[config.mk]
export PLATFORM = sky130hd
export DESIGN_NAME = motor_command_line_parser
export DESIGN_NICKNAME = d
export VERILOG_FILES = /design/src/hw/rtl/mclp_pkg.sv /design/src/hw/rtl/motor_command_line_parser.sv /design/src/hw/rtl/mclp_parser.sv
export SDC_FILE = /design/constraint.sdc
export NUM_CORES = 1
export LEC_CHECK = 0
export BUFFER_PORTS_ARGS = -buffer_cell sky130_fd_sc_hd__buf_2
export CAP_MARGIN = 5
export CORE_MARGIN = 3
export CORE_UTILIZATION = 60
export DETAILED_ROUTE_END_ITERATION = 8
export GPL_ROUTABILITY_DRIVEN = 1
export PLACE_DENSITY = 0.76
export SLEW_MARGIN = 20
export SYNTH_ARGS = -nofsm -noshare
export SYNTH_HDL_FRONTEND = slang
export SYNTH_SLANG_ARGS = --single-unit
[constraint.sdc]
create_clock -name i_clk -period 10.75 [get_ports i_clk]
set_clock_uncertainty 0.1 [all_clocks]
set_input_delay 1.075 -clock i_clk [delete_from_list [all_inputs] [get_ports i_clk]]
set_output_delay 1.075 -clock i_clk [all_outputs]
set_load 0.01 [all_outputs]
[src/hw/rtl/mclp_pkg.sv]
// Package for the motor command line parser: character codes, parse phase and
// line kind types, field accumulator struct and the per-byte field helpers.
// No dependencies.
`default_nettype none

package mclp_pkg;

    localparam logic [7:0] CH_M     = 8'h4D;
    localparam logic [7:0] CH_B     = 8'h42;
    localparam logic [7:0] CH_V     = 8'h56;
    localparam logic [7:0] CH_P     = 8'h50;
    localparam logic [7:0] CH_SEMI  = 8'h3B;
    localparam logic [7:0] CH_NL    = 8'h0A;
    localparam logic [7:0] CH_PLUS  = 8'h2B;
    localparam logic [7:0] CH_MINUS = 8'h2D;
    localparam logic [7:0] CH_0     = 8'h30;
    localparam logic [7:0] CH_9     = 8'h39;

    localparam int unsigned ACC_W   = 17;
    localparam int unsigned VAL_W   = 16;
    localparam int unsigned PROD_W  = ACC_W + 4;

    localparam logic [ACC_W-1:0] MAG_LIMIT = 17'd32768;
    localparam logic [ACC_W-1:0] NEG_BASE  = 17'h10000;
    localparam logic [VAL_W-1:0] POS_MAX   = 16'h7FFF;

    typedef enum logic [2:0] {
        PH_IDLE   = 3'd0,
        PH_KIND   = 3'd1,
        PH_THIRD  = 3'd2,
        PH_LSTART = 3'd3,
        PH_LBODY  = 3'd4,
        PH_RSTART = 3'd5,
        PH_RBODY  = 3'd6,
        PH_WAIT   = 3'd7
    } t_phase;

    typedef enum logic [1:0] {
        KIND_VEL     = 2'd0,
        KIND_PWM     = 2'd1,
        KIND_BATT    = 2'd2,
        KIND_UNKNOWN = 2'd3
    } t_kind;

    typedef struct packed {
        logic [ACC_W-1:0] acc;
        logic             neg;
        logic             bad;
    } t_field;

    typedef struct packed {
        t_kind                   kind;
        logic signed [VAL_W-1:0] left;
        logic signed [VAL_W-1:0] right;
    } t_result;

    // Fold one byte into a field: leading sign, decimal digit, or a bad byte.
    function automatic t_field field_feed(t_field f, logic [7:0] b, logic first);
        t_field            r;
        logic [PROD_W-1:0] v;
        r = f;
        v = '0;
        if (first && (b == CH_MINUS || b == CH_PLUS)) begin
            r.neg = (b == CH_MINUS);
        end else if (b >= CH_0 && b <= CH_9) begin
            v = ({4'b0, f.acc} << 3) + ({4'b0, f.acc} << 1) + {17'b0, b[3:0]};
            r.acc = (v > {4'b0, MAG_LIMIT}) ? MAG_LIMIT : v[ACC_W-1:0];
        end else begin
            r.bad = 1'b1;
        end
        return r;
    endfunction

    // Signed, saturated value of a finished field; a malformed field reads 0.
    function automatic logic signed [VAL_W-1:0] field_value(t_field f);
        logic [ACC_W-1:0] d;
        d = NEG_BASE - f.acc;
        if (f.bad) begin
            return '0;
        end else if (f.neg) begin
            return d[VAL_W-1:0];
        end else if (f.acc > {1'b0, POS_MAX}) begin
            return POS_MAX;
        end
        return f.acc[VAL_W-1:0];
    endfunction

endpackage

`default_nettype wire

[src/hw/rtl/motor_command_line_parser.sv]
// Motor command line parser. One received byte per beat goes into an input
// register, is parsed in a single step and any finished command lands in an
// output register. The block sustains one byte per cycle; o_valid for a result
// rises when its newline beat has gone via the input register and the parse
// into the output register; only a stalled output register holds up input.
// Lines "MV?l;r" / "MP?l;r" give velocity or PWM commands with saturated
// 16-bit values (0 for a malformed field); a 'B' line gives a battery query.
// Depends on mclp_pkg, mclp_parser.
`default_nettype none

module motor_command_line_parser
    import mclp_pkg::*;
(
    input  wire logic              i_clk,
    input  wire logic              i_rst_n,
    input  wire logic              i_valid,
    output logic                   o_ready,
    input  wire logic [7:0]        i_rx_byte,
    output logic                   o_valid,
    input  wire logic              i_ready,
    output logic [1:0]             o_command_kind,
    output logic signed [15:0]     o_left_value,
    output logic signed [15:0]     o_right_value
);

    logic       r_in_valid;
    logic [7:0] r_in_byte;
    logic       r_out_valid;
    t_result    r_out;

    logic       advance;
    logic       step;
    logic       emit;
    t_result    result;

    // the pipeline moves whenever the output register is free or being drained
    assign advance = !r_out_valid || i_ready;
    assign step    = r_in_valid && advance;
    assign o_ready = !r_in_valid || advance;

    always_ff @(posedge i_clk) begin
        if (!i_rst_n) begin
            r_in_valid <= 1'b0;
        end else if (o_ready) begin
            r_in_valid <= i_valid;
        end
    end

    always_ff @(posedge i_clk) begin
        if (o_ready && i_valid) begin
            r_in_byte <= i_rx_byte;
        end
    end

    mclp_parser u_parser (
        .i_clk    (i_clk),
        .i_rst_n  (i_rst_n),
        .i_step   (step),
        .i_byte   (r_in_byte),
        .o_emit   (emit),
        .o_result (result)
    );

    always_ff @(posedge i_clk) begin
        if (!i_rst_n) begin
            r_out_valid <= 1'b0;
        end else if (advance) begin
            r_out_valid <= emit;
        end
    end

    always_ff @(posedge i_clk) begin
        if (advance && emit) begin
            r_out <= result;
        end
    end

    assign o_valid        = r_out_valid;
    assign o_command_kind = r_out.kind;
    assign o_left_value   = r_out.left;
    assign o_right_value  = r_out.right;

`ifndef SYNTH
    a_emit_on_newline: assert property (@(posedge i_clk) disable iff (!i_rst_n)
        emit |-> (step && r_in_byte == CH_NL))
        else $error("result raised on a byte that is not a newline");

    a_kind_known: assert property (@(posedge i_clk) disable iff (!i_rst_n)
        o_valid |-> (o_command_kind != KIND_UNKNOWN))
        else $error("unknown line kind reported");

    a_batt_zero: assert property (@(posedge i_clk) disable iff (!i_rst_n)
        (o_valid && o_command_kind == KIND_BATT) |->
            (o_left_value == 16'sd0 && o_right_value == 16'sd0))
        else $error("battery query with nonzero values");

    a_in_hold: assert property (@(posedge i_clk) disable iff (!i_rst_n)
        (r_in_valid && !advance) |=> (r_in_valid && $stable(r_in_byte)))
        else $error("input register lost a byte while stalled");
`endif

endmodule

`default_nettype wire

[src/hw/rtl/mclp_parser.sv]
// Line parser core: phase, line kind and field state, advanced one byte per step.
// Depends on mclp_pkg.
`default_nettype none

module mclp_parser
    import mclp_pkg::*;
(
    input  wire logic       i_clk,
    input  wire logic       i_rst_n,
    input  wire logic       i_step,
    input  wire logic [7:0] i_byte,
    output logic            o_emit,
    output t_result         o_result
);

    t_phase r_phase, n_phase;
    t_kind  r_kind,  n_kind;
    t_field r_left,  n_left;
    t_field r_right, n_right;

    always_ff @(posedge i_clk) begin
        if (!i_rst_n) begin
            r_phase <= PH_IDLE;
            r_kind  <= KIND_VEL;
            r_left  <= '0;
            r_right <= '0;
        end else begin
            r_phase <= n_phase;
            r_kind  <= n_kind;
            r_left  <= n_left;
            r_right <= n_right;
        end
    end

    always_comb begin
        n_phase  = r_phase;
        n_kind   = r_kind;
        n_left   = r_left;
        n_right  = r_right;
        o_emit   = 1'b0;
        o_result = '0;
        if (i_step) begin
            unique case (r_phase)
                PH_IDLE: begin
                    n_left  = '0;
                    n_right = '0;
                    if (i_byte == CH_NL) begin
                        n_phase = PH_IDLE;
                    end else if (i_byte == CH_M) begin
                        n_phase = PH_KIND;
                    end else if (i_byte == CH_B) begin
                        n_kind  = KIND_BATT;
                        n_phase = PH_WAIT;
                    end else begin
                        n_kind  = KIND_UNKNOWN;
                        n_phase = PH_WAIT;
                    end
                end
                PH_KIND: begin
                    if (i_byte == CH_NL) begin
                        n_phase = PH_IDLE;
                    end else if (i_byte == CH_V) begin
                        n_kind  = KIND_VEL;
                        n_phase = PH_THIRD;
                    end else if (i_byte == CH_P) begin
                        n_kind  = KIND_PWM;
                        n_phase = PH_THIRD;
                    end else begin
                        n_kind  = KIND_UNKNOWN;
                        n_phase = PH_WAIT;
                    end
                end
                PH_THIRD: begin
                    n_phase = (i_byte == CH_NL) ? PH_IDLE : PH_LSTART;
                end
                PH_LSTART, PH_LBODY: begin
                    if (i_byte == CH_NL) begin
                        n_phase = PH_IDLE;
                    end else if (i_byte == CH_SEMI) begin
                        n_phase = PH_RSTART;
                    end else begin
                        n_left  = field_feed(r_left, i_byte, r_phase == PH_LSTART);
                        n_phase = PH_LBODY;
                    end
                end
                PH_RSTART, PH_RBODY: begin
                    if (i_byte == CH_NL) begin
                        o_emit         = 1'b1;
                        o_result.kind  = r_kind;
                        o_result.left  = field_value(r_left);
                        o_result.right = field_value(r_right);
                        n_phase        = PH_IDLE;
                    end else begin
                        n_right = field_feed(r_right, i_byte, r_phase == PH_RSTART);
                        n_phase = PH_RBODY;
                    end
                end
                PH_WAIT: begin
                    if (i_byte == CH_NL) begin
                        // only a battery line reports; unknown lines drop silently
                        if (r_kind == KIND_BATT) begin
                            o_emit        = 1'b1;
                            o_result.kind = KIND_BATT;
                        end
                        n_phase = PH_IDLE;
                    end
                end
            endcase
        end
    end

endmodule

`default_nettype wire
==> results of run 1 <==
-- kinds of logic (layout without fill, tap and decap cells) --
family	after synthesis	after routing	share of synthesized area
mux	2	2	0.00304
compound gates	220	220	0.227
fa+ha+maj	74	74	0.145
flops	87	87	0.328
simple gates	252	252	0.204
xor+xnor	49	49	0.0663
buf+inv	46	87	0.0262
-- state kept, by name, indices dropped and copies added (netlist names) --
register          cells
u_parser.r_right     19
o_right_value        16
u_parser.r_kind       2
o_valid               1
o_left_value         16
u_parser.r_left      19
o_command_kind        2
r_in_byte             8
u_parser.r_phase      3
r_in_valid            1
-- placed cells by master (no fill, tap or decap), drive strengths merged, types with 8 or more instances in the layout --
cell and instances:
dfxtp 45, nand3 18, buf 49, nor3 39
a32o 9, nor2b 10, xor2 26, a211oi 18
clkbuf 10, nand2b 9, edfxtp 42, ha 70
a21o 14, and3 11, nand4 13, inv 22
or4 9, nand2 43, xnor2 23, nor2 50
or3 8, and2 12, a22o 16, o21ai 44
a21oi 62
-- cell usage after synthesis, drive strengths merged (3+ instances only) --
cell type,n,area share
a21oi,62,0.047
or2,7,0.0067
nor2b,10,0.0095
nand3,18,0.016
a2111oi,5,0.0067
dfxtp,45,0.14
a22o,16,0.021
nand2,43,0.025
a31oi,4,0.0038
nor3,39,0.030
o21ai,44,0.033
clkbuf,24,0.014
a31o,3,0.0040
o21a,4,0.0046
edfxtp,42,0.19
xnor2,23,0.032
and3,11,0.010
or4,9,0.011
nand4,13,0.012
a211oi,18,0.021
nor4,7,0.0067
o211ai,7,0.0080
a21o,14,0.016
and2,12,0.011
nand3b,3,0.0034
inv,21,0.012
o31ai,4,0.0046
a32o,9,0.014
or3,8,0.0076
nand4b,5,0.0067
o211a,3,0.0046
o41ai,4,0.0082
a211o,3,0.0040
xor2,26,0.035
ha,70,0.13
nand2b,9,0.0086
a22oi,5,0.0057
nor2,50,0.029
and4,4,0.0055
fa,4,0.012
-- worst min-delay path: stages (launching register included) --
cell and delay (ns):
dfxtp_1 0.34, nor2b_1 0.11, nor3_1 0.05
-- layout make-up --
class	count	area, sq um	share of cell area
Clock inverter	6	93.8	0.0131
Clock buffer	10	128	0.0178
Tap cell	136	170	0.0238
Sequential cell	87	2160	0.302
Timing Repair Buffer	49	250	0.0350
Inverter	22	82.6	0.0115
Multi-Input combinational cell	597	4270	0.597
-- metal layers --
layer,wire (um),vias up,GRT usage
met3,1150,22,0.0344
li1,-,2885,-
met4,241,0,0.0706
met2,6990,243,0.398
met5,0,-,0
met1,7430,2765,0.388
-- through the flow --
stage	hold slack, ns	std cells
after global routing	0.468	907
after detailed placement	0.412	891
final	0.443	907
after CTS	0.437	907
after floorplan	0.352	730
after global placement	0.398	891
-- path summary, 6_finish.rpt --
path,end
setup / recovery,u_parser.r_left[10]
hold / removal,u_parser.r_kind[1]
hold reg to reg,u_parser.r_kind[1]
setup reg to reg,u_parser.r_left[10]
-- report_power, final --
group,switching [mW],internal [mW]
Sequential,0.00843,0.349
Combinational,0.0189,0.0119
Clock,0.124,0.133
Total,0.152,0.494
==> flow_metrics.tcl, run 1 <==
set metrics [dict create \
    status "finished, final reports clean" \
    crit_path_top_delay_cell "or4_1" \
    dr.pass1.iters 6 \
    cts.root.buffer_cell "clkbuf_8" \
    avgViaCountPerCell 6.52 \
    placed_area_sq_mm 0.00692 \
    worst-endpoint-arrival_ns 4.73 \
    crit_start "r_in_byte[3]" \
    grt_pass1_vias 5402 \
    holdCritStartpoint "u_parser.r_kind[1]" \
    seq_area_frac_synth 0.328 \
    insertion_delay_ns 0.37 \
    synth_seq_cells 87 \
    grt_start_max_net_pins 33 \
    setup_viol 0 \
    chipHeight_um 111 \
    netlist_area_sq_mm 0.00658 \
    finalPower_mw 0.646 \
    track_usage 0.261 \
    period_share 0.421 \
    crit_chain "inv_1, fa_1, inv_1, fa_1, a21o_1, a221o_2, a221oi_1, nand3_1, mux2i_1, or4_1, nor2_1, a32o_1" \
    antenna_found_initial 0 \
    syn_area_per_cell_sq_um 9.02 \
    grt_overflow_total 0 \
    post-route-util 0.681 \
    nNetsFinal 852 \
    drtIter0Drc 608 \
    place_ws_ns 6.33 \
    max_stage_delay_ns 0.58 \
    final_antenna_net_count 0 \
    numPortBuffers 47 \
    path_clk_slew_ns 0.09 \
    max_freq_ghz 0.221 \
    core-area_sq_mm 0.0105 \
    r2r_cells 12 \
    synthArstFlopShare 0 \
    ios 48 \
    area_delta_synth_final_pct 8.67 \
    min_period_ns 4.52 \
    finalWorstSetupSlack_ns 6.23 \
    postCtsHoldBufs 0 \
    hold_viol 0 \
    diodes 0 \
    whs_path_depth 2 \
    ir_drop_mv 0.0602 \
    slew_viol_final 0 \
    start_util 0.627 \
    setup_tns_ns 0 \
    vias 5915 \
    nFillCells 839 \
    remaining_drc_errors 0 \
    syn-num-nets 816 \
    relSlewSlack 0.497 \
    wirelength_mm 15.8 \
    rrSetupSlack_ns 6.23 \
    synth_cell_types 64 \
    max_cap_viol_count 0 \
    r2r-start "r_in_byte[3]" \
    drive_gt1_frac 0.113 \
    gp_congestion 0.946 \
    rows 37 \
    cts_resized 0 \
    dieWidth_um 111 \
    synth_flop_cell "dfxtp_1" \
    htree_levels 3 \
    worst_pin_slew_ns 0.753 \
    cts_tree "done" \
    cts_buffers 9 \
    syn_inst 730 \
    worstSetupPathDepth 12 \
    design_area_sq_mm 0.00715 \
    critPathKind "reg2reg" \
    synth_edf_count 42 \
    path_delay_family "compound AO/OA/AOI/OAI gates" \
    endpoint_kind "flip-flop" \
    yosysWarnings 0 \
    grt_first_pass_wirelength_mm 26.8 \
    p_per_area_mw_per_mm2 90.2 \
    die-area_sq_mm 0.0123 \
    dp_hpwl_mm 12.2 \
    hp-class "reg2reg" \
    cp-start-kind "flip-flop" \
    cellLeakagePower_nw 3.21 \
    rsz0062_at_grt "no" \
    post_cts_buffers 0 \
    cts_buffer_depth 2 \
    cp_data_required_time_ns 10.96 \
    clkSinkCount 87 \
    critPathMaxFanout 9 \
    cp_num_buf_inv 2 \
    wl_per_cell_um 17.4 \
]
(Power assumes the default switching activity.)
==> inputs of run 2 (changes only) <==
--- a/config.mk
+++ b/config.mk
@@ -5,13 +5,14 @@
 export SDC_FILE = /design/constraint.sdc
 export NUM_CORES = 1
 export LEC_CHECK = 0
+export ABC_AREA = 1
 export BUFFER_PORTS_ARGS = -buffer_cell sky130_fd_sc_hd__buf_2
 export CAP_MARGIN = 5
 export CORE_MARGIN = 3
-export CORE_UTILIZATION = 60
+export CORE_UTILIZATION = 56
 export DETAILED_ROUTE_END_ITERATION = 8
 export GPL_ROUTABILITY_DRIVEN = 1
-export PLACE_DENSITY = 0.76
+export PLACE_DENSITY = 0.74
 export SLEW_MARGIN = 20
 export SYNTH_ARGS = -nofsm -noshare
 export SYNTH_HDL_FRONTEND = slang
==> constraint.sdc (replaced) <==
create_clock -name i_clk -period 3.8 [get_ports i_clk]
set_clock_uncertainty 0.1 [all_clocks]
set_input_delay 0.38 -clock i_clk [delete_from_list [all_inputs] [get_ports i_clk]]
set_output_delay 0.38 -clock i_clk [all_outputs]
set_load 0.01 [all_outputs]
==> run 2 against run 1 <==
Against the previous run:
- flip-flop and latch count unchanged
- clock-buffer cell count unchanged
- total power increased to 3.1 times the previous value
- clock power increased to 3.3 times the previous value
- global-route usage increased by 0.71 points
- largest power group unchanged
- register-to-register slack got worse by 5.8 ns
- sequential share of layout area decreased by 4.0 points
- synthesized cell count increased by 57%
- critical path depth increased by 5
- sequential power increased to 2.8 times the previous value
- non-clock buffer count increased by 7
==> flow_metrics.tcl, run 2 <==
set metrics [dict create \
    swShare 0.255 \
    most-common-layout-cells "nand2_1 (320), inv_1 (142), nor2_1 (123)" \
    synth_fa_ha_area_frac 0.127 \
    synth_cell_types 43 \
    critPathMaxFanout 15 \
    dp.cells 1353 \
    syn_area_per_cell_sq_um 6.57 \
    cellLeakagePower_nw 3.83 \
    start_util 0.586 \
    endpoint_kind "flip-flop" \
    grt_first_pass_wirelength_mm 32.4 \
    track_usage 0.268 \
    status "finished, final reports clean" \
    syn_inst 1148 \
    grt_start_max_net_pins 35 \
    largest_registers "u_parser.r_left x19, u_parser.r_right x19" \
    synth_most_common_cell "nand2_1" \
    dr.pass1.iters 6 \
    nNetsFinal 1278 \
    cts.root.buffer_cell "clkbuf_16" \
    area_delta_synth_final_pct 9.34 \
    diodes 0 \
    insertion_delay_ns 0.35 \
    postCtsHoldBufs 0 \
    combPwrFrac 0.073 \
    wl_per_cell_um 14.1 \
    max_freq_ghz 0.298 \
    numPortBuffers 47 \
    p_per_area_mw_per_mm2 243 \
    hold_viol 0 \
    yosys.area.top_type "edfxtp_1" \
    reg2reg_to "u_parser.r_left[4]" \
    min_period_ns 3.36 \
    drive_gt1_frac 0.0802 \
    synth_flop_cell "dfxtp_1" \
    worst_pin_slew_ns 1.00 \
    remaining_drc_errors 0 \
    die-area_sq_mm 0.0149 \
    cp-start-kind "flip-flop" \
    cts_buffer_depth 2 \
    layout_commonest_cell "nand2_1" \
    min_to "r_in_byte[4]" \
    rsz0062_at_grt "no" \
    cts_tree "done" \
    gp_congestion 0.900 \
    syn-num-nets 1234 \
    drtIter0Drc 875 \
    worst-endpoint-arrival_ns 3.51 \
    synthXorXnorAreaFrac 0.00581 \
    dp_hpwl_mm 15.0 \
    layoutNonFillerInstCount 1369 \
    core-area_sq_mm 0.0129 \
    antenna_found_initial 0 \
    synthSimpleGateAreaFrac 0.371 \
    synthArstFlopShare 0 \
    slew_viol_final 0 \
    synth_common_cells "nand2_1 (320), inv_1 (143), nor2_1 (123)" \
    clkPwrFrac 0.427 \
    max_cap_viol_count 0 \
    yosys-top-cells-area "edfxtp_1 (17%), nand2_1 (16%), dfxtp_1 (12%), ha_1 (12%), a21oi_1 (7.6%)" \
    ios 48 \
    setup_tns_ns 0 \
    relSlewSlack 0.330 \
    grt_pass1_vias 6743 \
    hp-class "in2reg" \
    netlist_area_sq_mm 0.00754 \
    avgViaCountPerCell 5.61 \
    vias 7675 \
    ir_drop_mv 0.249 \
    grt_overflow_total 0 \
    rrSetupSlack_ns 0.44 \
    post_cts_buffers 0 \
    power_switching_mw 0.511 \
    clkSinkCount 87 \
    internal-power_mw 1.49 \
    cts_buffers 9 \
    synth_seq_cells 87 \
    htree_levels 3 \
    path_clk_slew_ns 0.06 \
    chipHeight_um 122 \
    whs_path_depth 1 \
    r2r-start "u_parser.r_left[2]" \
    synth_mux_area_frac 0 \
    dieWidth_um 122 \
    synthDominantCellAreaShare 0.167 \
    rows 41 \
    cp_data_required_time_ns 3.95 \
    cts_resized 0 \
    r2r_cells 17 \
    power_frac_seq 0.500 \
    final_antenna_net_count 0 \
    yosysWarnings 0 \
    synth_top_family_by_area "simple AND/OR/NAND/NOR gates" \
    period_share 0.883 \
    setup_viol 0 \
    holdCritStartpoint "i_rx_byte[4]" \
    critPathKind "reg2reg" \
    seq_area_frac_synth 0.287 \
    synth-compound-area-share 0.122 \
    wirelength_mm 19.4 \
    synth_edf_count 42 \
]
run 2: changes by cell type in the layout (fill, tap and decap cells not counted), sizes merged, moves of 11 or more:
cell / before / now
nand3b: 3 / 16
nor2: 50 / 128
a22o: 16 / 0
nor3: 39 / 18
xor2: 26 / 3
a21o: 14 / 2
a211oi: 18 / 2
nand3: 18 / 98
a21oi: 62 / 115
xnor2: 23 / 2
inv: 22 / 150
nand4: 13 / 35
and3: 11 / 0
nand2: 43 / 322
run 2: cell families after synthesis:
group | count (synthesis)
AO/OA/AOI/OAI | 172
XOR/XNOR | 5
adder cells (fa/ha/maj) | 74
buffers and inverters | 170
flip-flops | 87
AND/OR/NAND/NOR | 640
run 2: layout make-up:
| cell class | instances | area, sq um |
|---|---|---|
| Inverter | 147 | 552 |
| Clock buffer | 10 | 233 |
| Tap cell | 172 | 215 |
| Timing Repair Buffer | 56 | 303 |
| Fill cell | 1236 | 4630 |
| Clock inverter | 6 | 51.3 |
| Sequential cell | 87 | 2160 |
| Multi-Input combinational cell | 891 | 4730 |
run 2: power groups by stage:
stage	sequential (mW)	clock [mW]	combinational, mW
after floorplan	1.02	0	0.109
after CTS	1.00	0.867	0.143
final	1.00	0.855	0.145
after detailed placement	1.02	0	0.142
after global routing	1.00	0.914	0.164
after global placement	1.02	0	0.141
run 2: metrics by stage:
step | hold slack (ns) | setup slack [ns] | area [sq um] | utilization | power (mW)
floorplan | 0.371 | 0.486 | 7540 | - | 1.13
detailed placement | 0.386 | 0.504 | 7960 | 0.618 | 1.16
global placement | 0.388 | 0.605 | 7960 | 0.618 | 1.16
global route | 0.0908 | 0.115 | 8240 | 0.640 | 2.08
finish | 0.106 | 0.444 | 8240 | 0.640 | 2.00
CTS | 0.0941 | 0.463 | 8240 | 0.640 | 2.01
run 2: metal layers:
layer  GRT usage  routed length, um  up-vias
li1            -                  -     3929
met1       0.410               9800     3476
met2       0.391               8010      243
met3      0.0422               1280       27
met4      0.0707                266        0
met5           0                  0        -
run 2: worst max path at each step:
stage | slack (ns) | cells after the start | startpoint | endpoint
final | 0.44 | 17 | u_parser.r_left[2] | u_parser.r_left[4]
after global routing | 0.12 | 17 | u_parser.r_right[2] | u_parser.r_right[3]
after CTS | 0.46 | 17 | u_parser.r_left[2] | u_parser.r_left[4]
after detailed placement | 0.50 | 17 | u_parser.r_left[2] | u_parser.r_left[8]
after global placement | 0.61 | 17 | u_parser.r_left[2] | u_parser.r_left[13]
after floorplan | 0.49 | 5 | r_in_byte[2] | o_command_kind[0]
run 2: worst max-delay path, stage by stage (launching register included):
cell and delay (ns):
dfxtp_1 0.40, inv_1 0.13, fa_1 0.53, inv_1 0.07, fa_1 0.47, nand3_1 0.12, nand2_1 0.08, nand2_1 0.09
nand2_1 0.12, nand2_1 0.10, nand2_1 0.05, nand2_1 0.05, nand2_1 0.06, nor2_1 0.10, nand2_1 0.06, nand2_1 0.40
nand3_1 0.16, a21oi_1 0.16
==> inputs of run 3 (changes only) <==
--- a/config.mk
+++ b/config.mk
@@ -8,8 +8,11 @@
 export ABC_AREA = 1
 export BUFFER_PORTS_ARGS = -buffer_cell sky130_fd_sc_hd__buf_2
 export CAP_MARGIN = 5
+export CELL_PAD_IN_SITES_DETAIL_PLACEMENT = 1
+export CELL_PAD_IN_SITES_GLOBAL_PLACEMENT = 1
+export CORE_ASPECT_RATIO = 1.4
 export CORE_MARGIN = 3
-export CORE_UTILIZATION = 56
+export CORE_UTILIZATION = 40
 export DETAILED_ROUTE_END_ITERATION = 8
 export GPL_ROUTABILITY_DRIVEN = 1
 export PLACE_DENSITY = 0.74
==> run 3 against run 2 <==
Against the previous run:
- total power increased by 2.6%
- fmax decreased by 2.9%
- largest power group unchanged
- first-iteration DRC count decreased by 60%
- non-clock buffer count increased by 3
- flip-flop and latch count unchanged
- cell count increased by 5.2%
- design area increased by 1.4%
- via count increased by 1.3%
- setup slack got worse by 0.10 ns
- sequential share of layout area decreased by 0.35 points
- clock-buffer cell count unchanged
- critical path depth increased by 1
==> flow_metrics.tcl, run 3 (synthesis gave the netlist of run 2 again) <==
set metrics [dict create \
    status "finished, final reports clean" \
    ios 48 \
    die-area_sq_mm 0.0206 \
    start_util 0.414 \
    rsz0062_at_grt "no" \
    drtIter0Drc 349 \
    cts_buffers 9 \
    dp.cells 1424 \
    crit_path_top_delay_cell "fa_1" \
    slew_viol_final 0 \
    vias 7777 \
    reg2reg_to "u_parser.r_left[9]" \
    period_share 0.909 \
    grtUsageMet3 0.0235 \
    setup_tns_ns 0 \
    cts_resized 0 \
    hold-worst-slack_ns 0.106 \
    critPathKind "reg2reg" \
    avgViaCountPerCell 5.40 \
    r2r_cells 18 \
    design_area_sq_mm 0.00836 \
    rows 58 \
    grt_overflow_total 0 \
    antenna_found_initial 0 \
    grt_start_max_net_pins 39 \
    track_usage 0.243 \
    ir_drop_mv 0.203 \
    remaining_drc_errors 0 \
    layoutNonFillerInstCount 1440 \
    final_antenna_net_count 0 \
    cts_tree "done" \
    crit_path_frequent_cell "nand2_1" \
    cts_buffer_depth 2 \
    max_stage_delay_ns 0.53 \
    htree_levels 3 \
    met2_usage 0.487 \
    cts.root.buffer_cell "clkbuf_16" \
    wirelength_mm 24.2 \
    numPortBuffers 47 \
    critPathMaxFanout 9 \
    layout_commonest_cell "nand2_1" \
    rrSetupSlack_ns 0.34 \
    relSlewSlack 0.424 \
    worst-endpoint-arrival_ns 3.63 \
    clkSinkCount 87 \
    crit_chain "inv_1, fa_1, inv_1, fa_1, nand3_1, nand2_1, nand2_1, nand2_1, nand2_1, nand2_1, nand2_1, nand2_1, inv_1, nand2_1, nor2_2, buf_4, nand3_1, a21oi_1" \
    use_met1 0.253 \
    cellLeakagePower_nw 3.85 \
    max_freq_ghz 0.289 \
    postCtsHoldBufs 0 \
    dr.pass1.iters 4 \
    nNetsFinal 1281 \
    worst_pin_slew_ns 0.861 \
    grt_first_pass_wirelength_mm 40.1 \
    insertion_delay_ns 0.35 \
    top_usage_layer "met2" \
    dp_hpwl_mm 19.7 \
    dieWidth_um 122 \
    r2r-start "u_parser.r_left[2]" \
    cp-start-kind "flip-flop" \
    chipHeight_um 168 \
    placed_area_sq_mm 0.00807 \
    post-route-util 0.459 \
    endpoint_kind "flip-flop" \
    largest_registers "u_parser.r_left x19, u_parser.r_right x19" \
    place_ws_ns 0.344 \
    min_period_ns 3.46 \
    area_delta_synth_final_pct 10.8 \
    finalPower_mw 2.05 \
    gp_congestion 0.893 \
    min_to "r_in_byte[5]" \
    path_clk_slew_ns 0.07 \
    most-common-layout-cells "nand2_1 (320), inv_1 (143), nor2_1 (123)" \
    holdCritStartpoint "i_rx_byte[5]" \
    grt_pass1_vias 8140 \
    p_per_area_mw_per_mm2 246 \
    core-area_sq_mm 0.0182 \
    hold_viol 0 \
    hp-class "in2reg" \
    wl_per_cell_um 16.8 \
    cp_data_required_time_ns 3.97 \
    max_cap_viol_count 0 \
    setup_viol 0 \
    whs_path_depth 1 \
    post_cts_buffers 0 \
    drive_gt1_frac 0.0825 \
    finalWorstSetupSlack_ns 0.344 \
    diodes 0 \
]
-- run 3: critical path: cells and delay by family, from the launching register on --
kind | cells | cell delay (ns)
flip-flops | 1 | 0.46
adder cells (fa/ha/maj) | 2 | 1.01
AND/OR/NAND/NOR | 11 | 1.09
buffers and inverters | 4 | 0.56
AO/OA/AOI/OAI | 1 | 0.15
-- run 3: layout make-up --
class / count / area [sq um]
Clock buffer: 10 / 239
Clock inverter: 6 / 50.0
Fill cell: 2492 / 9860
Inverter: 147 / 552
Multi-Input combinational cell: 891 / 4730
Sequential cell: 87 / 2160
Tap cell: 240 / 300
Timing Repair Buffer: 59 / 325
-- run 3: routing by layer --
layer  routed length (um)  up-vias
li1                     -     3920
met1                 9150     3707
met2                13700       98
met3                  424       52
met4                  918        0
met5                    0        -
-- run 3: worst max path at each step --
stage / endpoint / slack (ns) / depth (start not counted) / startpoint
2_1_floorplan: o_command_kind[0] / 0.49 / 5 / r_in_byte[2]
3_3_place_gp: u_parser.r_left[5] / 0.44 / 18 / u_parser.r_left[2]
3_5_place_dp: u_parser.r_left[9] / 0.34 / 18 / u_parser.r_left[2]
4_1_cts: u_parser.r_left[9] / 0.32 / 18 / u_parser.r_left[2]
5_1_grt: u_parser.r_right[15] / 0.05 / 17 / u_parser.r_right[2]
6_report: u_parser.r_left[9] / 0.34 / 18 / u_parser.r_left[2]
-- run 3: where the power goes --
group | internal [mW] | leakage [nW] | switching [mW]
clock network | 0.474 | 0.147 | 0.431
registers | 0.987 | 0.755 | 0.0127
logic | 0.0408 | 2.95 | 0.107
total | 1.50 | 3.85 | 0.551
